<file path="src/design/aho_ram.sv">
`timescale 1ns / 1ps
// ----------------------------------------------------------------------------
// aho_ram
// Generic single-write, single-read RAM with a registered read port.
// ----------------------------------------------------------------------------
module aho_ram #(
  parameter int WIDTH = 8,
  parameter int DEPTH = 16
) (
  input  logic                     clk,
  input  logic                     we,
  input  logic [$clog2(DEPTH)-1:0] waddr,
  input  logic [WIDTH-1:0]         wdata,
  input  logic [$clog2(DEPTH)-1:0] raddr,
  output logic [WIDTH-1:0]         rdata
);

  logic [WIDTH-1:0] mem [DEPTH];

  always_ff @(posedge clk) begin
    if (we) begin
      mem[waddr] <= wdata;
    end
    rdata <= mem[raddr];
  end

endmodule

</file>
<file path="config.mk">
export PLATFORM = sky130hd
export DESIGN_NAME = aho_ram
export DESIGN_NICKNAME = d
export VERILOG_FILES = /design/src/design/aho_ram.sv
export SDC_FILE = /design/constraint.sdc
export NUM_CORES = 1
export LEC_CHECK = 0
export BUFFER_PORTS_ARGS = -buffer_cell sky130_fd_sc_hd__clkbuf_2
export CAP_MARGIN = 20
export CORE_MARGIN = 2
export CORE_UTILIZATION = 55
export DETAILED_ROUTE_END_ITERATION = 7
export PLACE_DENSITY = 0.81
export SLEW_MARGIN = 15
export SYNTH_ARGS = -nofsm -noshare
export SYNTH_HDL_FRONTEND = slang
export SYNTH_SLANG_ARGS = --single-unit
</file>
<file path="constraint.sdc">
create_clock -name clk -period 3.24 [get_ports clk]
set_input_delay 0.486 -clock clk [delete_from_list [all_inputs] [get_ports clk]]
set_output_delay 0.486 -clock clk [all_outputs]
set_load 0.02 [all_outputs]
</file>
==> results.md <==
Status:
- The run finished with clean final reports.

Place:
- The number of cells after detailed placement is 361.
- The pre-CTS worst setup slack is 0.939 ns.
- Once placement finished, the instance area stood at 5370 sq um.
- The number of buffers added on ports is 25.
- The congestion estimate from routability-driven global placement came to 0.739.
- The post-detailed-placement half-perimeter wirelength is 5890 microns.

STA:
- The final count of hold timing violations was 0.
- The clock tree skew after final layout is 0.00775 ns.
- The number of slew-limit violations in the final report was 0.
- The count of final setup violators is 0.
- The setup slack after layout is 1.47 ns.
- Setup total negative slack on the finished layout was measured at 0 ns.
- In this run the tightest slew margin relative to its limit is 40.5%.
- The final critical path takes up 54.7% of the cycle.
- The highest clock frequency the design can meet is 565 MHz.
- Setup repair after global routing left no endpoint under its margin.
- Counting I/O delays and the setup requirement, the final critical path takes 1.77 ns.
- The transition time at the pin with the least slew margin is 0.889 ns.

Routing:
- The detailed-route DRC error count is 0.
- The average wire per standard cell is 24.0 microns.
- The remaining antenna violation count after routing is 0.
- For this block, the via count after detailed routing is 2,400.
- For this run, the detailed router's first-pass iteration total came to 4.
- The detailed router finished its first iteration with 270 violations.
- The via-per-instance ratio is 6.11.
- The total routed wirelength is 9450 microns.

Synthesis:
- Sequential elements use 77.8% of the synthesized area.
- The cell count after synthesis is 229.
- The fraction of post-synthesis cell area in the top cell type by area is 74.7%.
- The prevailing post-synth register cell is edfxtp_1.
- The commonest cells after synthesis are 128 x edfxtp_1, 18 x mux4_2, 16 x a22oi_1, 14 x mux4_1, 13 x nor2_1.
- The number of distinct standard cells referenced by the synthesized netlist is 19.
- The cell type with the highest aggregate area in the netlist is edfxtp_1.
- Sorting the synthesized cells by area gives the leading types as edfxtp_1 75%, mux4_2 7.9%, mux4_1 7.1%, dfxtp_1 3.1%, a22oi_1 2.3%.
- Summing every instance area after synthesis gives 5150 sq um.
- The synthesized design contains 136 register bits.
- For this run, asynchronously set or reset flops after synthesis account for 0%.
- Counting flops with a built-in enable in the synthesized netlist gives 128.
- The synthesis warning total is 0.
- In the post-synthesis netlist, the cell with the most instances is edfxtp_1.
- The net count of the mapped netlist is 247.
- In this run the mean area of a mapped cell was 22.5 sq um.

Global routing:
- The combined global-route utilization of all metal layers is 21.2%.
- The total grt overflow is 0.
- The initial antenna violation count is 0.
- The via count of the first global-routing pass is 2,545.
- Entering global routing, the biggest net connects 33 pins.
- The wire length of the first global-routing pass is 15,000 microns.

CTS:
- The total clock sinks is 136.
- In this run, CTS created clock tree buffers numbering 17.
- At the later pin of the worst-skew pair, clock insertion delay measures 0.50 ns.
- After clock tree synthesis, the repair step resized 0 gates.
- Buffers added to address setup during post-CTS repair amount to 0.
- No sink is reached through more buffers than the 2 on the longest clock path.
- TritonCTS built the clock tree.
- After clock tree synthesis, the clock-pin slew on the worst setup and hold paths is 0.06 ns.
- The clock tree synthesis step divided the H-tree into 4 levels.
- The hold-fix buffer count after cts is 0.
- The clock tree root buffer cell is clkbuf_8.

Flow run:
- The max-cap violation count is 0.

Min path:
- The class of the tightest hold or removal check is primary input to flip-flop.
- The capture endpoint of the worst hold path is mem[7][4]$_DFFE_PP_.
- The worst hold path stage count is 1.
- In this run the most critical hold path is launched from wdata[4].

Setup path:
- The maximum cell stage delay along the critical path is 0.58 ns.
- The internal reg-to-reg setup slack is 1.87 ns.
- In this run the worst path has a maximum fanout of 18.
- The arrival time of data at the critical path endpoint is 2.17 ns.
- The critical setup path kind is primary input to flip-flop.
- The worst register-to-register path ends at rdata[2]$_DFF_P_.
- The critical path goes through clkbuf_2, buf_4, mux4_1, a22oi_1, nand2_1.
- The number of cells on the worst reg-to-reg path is 3.
- The category of the worst setup path launch point is a primary input.
- The library cell contributing the largest single delay on the critical path is mux4_1.
- STA puts the critical path data required time at 3.64 ns.
- The startpoint of the worst register-to-register path is mem[1][2]$_DFFE_PP_.
- The worst setup path is captured at a flip-flop.

Final layout:
- The repair_antennas step left the layout with diodes totalling 0.
- The area growth from synthesis to layout is 15.4%.
- The post-route netlist has 28.4% of its cells at a drive strength greater than 1.
- The final non-filler cell total is 393.
- After the last flow step, the layout net total stands at 287.
- The count of filler cells inserted in the layout is 574.
- The post-route standard cell area excluding fillers is 5940 sq um.

Floorplanning:
- The die extent in x is 101 microns.
- The initial utilization of the core area, before any placement, comes to 56.2%.
- The initialized floorplan defines 35 standard-cell rows.
- The floorplan step defined a die boundary enclosing 10,100 sq um.
- The overall die height is 101 microns.
- The area of the placeable core is 9150 sq um.
- The boundary pin count is 26.

Power:
- Summed over all cells, the static leakage comes to 2.00 nW.
- The cell area power density is 669 nW/um^2.
- The worst vdd rail ir drop is 0.000407 V.
where the power goes:
group | internal [mW] | total [mW] | switching (mW)
logic | 0.0723 | 0.185 | 0.113
registers | 1.97 | 1.98 | 0.0114
clock network | 1.10 | 1.81 | 0.709
total | 3.14 | 3.98 | 0.833
routing by layer:
metal | GRT usage, % | routed length (microns) | vias to the layer above
li1 | - | - | 1056
met2 | 32.9 | 4880 | 96
met5 | 0 | 0 | -
met3 | 6.17 | 627 | 6
met4 | 5.80 | 74 | 0
met1 | 30.2 | 3860 | 1242
worst max-delay path by stage:
| stage | from | cells past startpoint | slack, ns | to |
|---|---|---|---|---|
| floorplan | waddr[2] | 2 | 1.26 | mem[0][0]$_DFFE_PP_ |
| global placement | raddr[0] | 5 | 0.99 | rdata[4]$_DFF_P_ |
| detailed placement | raddr[0] | 5 | 0.94 | rdata[4]$_DFF_P_ |
| CTS | raddr[0] | 5 | 1.46 | rdata[4]$_DFF_P_ |
| global route | raddr[0] | 5 | 1.36 | rdata[1]$_DFF_P_ |
| finish | raddr[0] | 5 | 1.47 | rdata[4]$_DFF_P_ |
final cells by class:
type | count | area (sq um) | share of cell area, %
sequential | 136 | 4000 | 67.4
multi-input combinational | 83 | 1060 | 17.8
clock buffer | 19 | 422 | 7.10
timing repair buffer | 31 | 170 | 2.86
clock inverter | 13 | 149 | 2.51
tap | 111 | 139 | 2.34
sequential cells by signal (all words and copies together), names as in the netlist:
register	cells
mem	128
rdata	8
critical path, delay by kind of cell:
family / cells / cell delay (ns)
buffers and inverters: 2 / 0.82
AND/OR/NAND/NOR: 1 / 0.06
AO/OA/AOI/OAI: 1 / 0.20
multiplexers: 1 / 0.58
cells by family after synthesis:
kind of cell    synth area share [%]
compound gates                  2.33
buf+inv                         1.68
flops                           77.8
mux                             15.0
simple gates                    3.18
through the flow:
step                      util [%]  power, mW  hold WS (ns)
final                         64.9       3.98         0.394
after global routing          64.9       4.12         0.408
after CTS                     64.9       4.00         0.404
after detailed placement      58.7       2.20         0.667
after global placement        58.7       2.19         0.648
after floorplan                  -       2.13         0.585
layout by cell type, fill, tap and decap left out, drive strengths merged:
cell type  count
bufinv         2
nor3           4
dfxtp          8
nand2b         2
and2b          1
nand3          1
a22oi         16
clkinvlp       3
buf            6
edfxtp       128
nand3b         2
mux4          32
nand2          9
inv            3
clkbuf        44
clkinv         5
nor2          13
nor2b          1
and2           1
or3b           1
(Power assumes the default switching activity.)
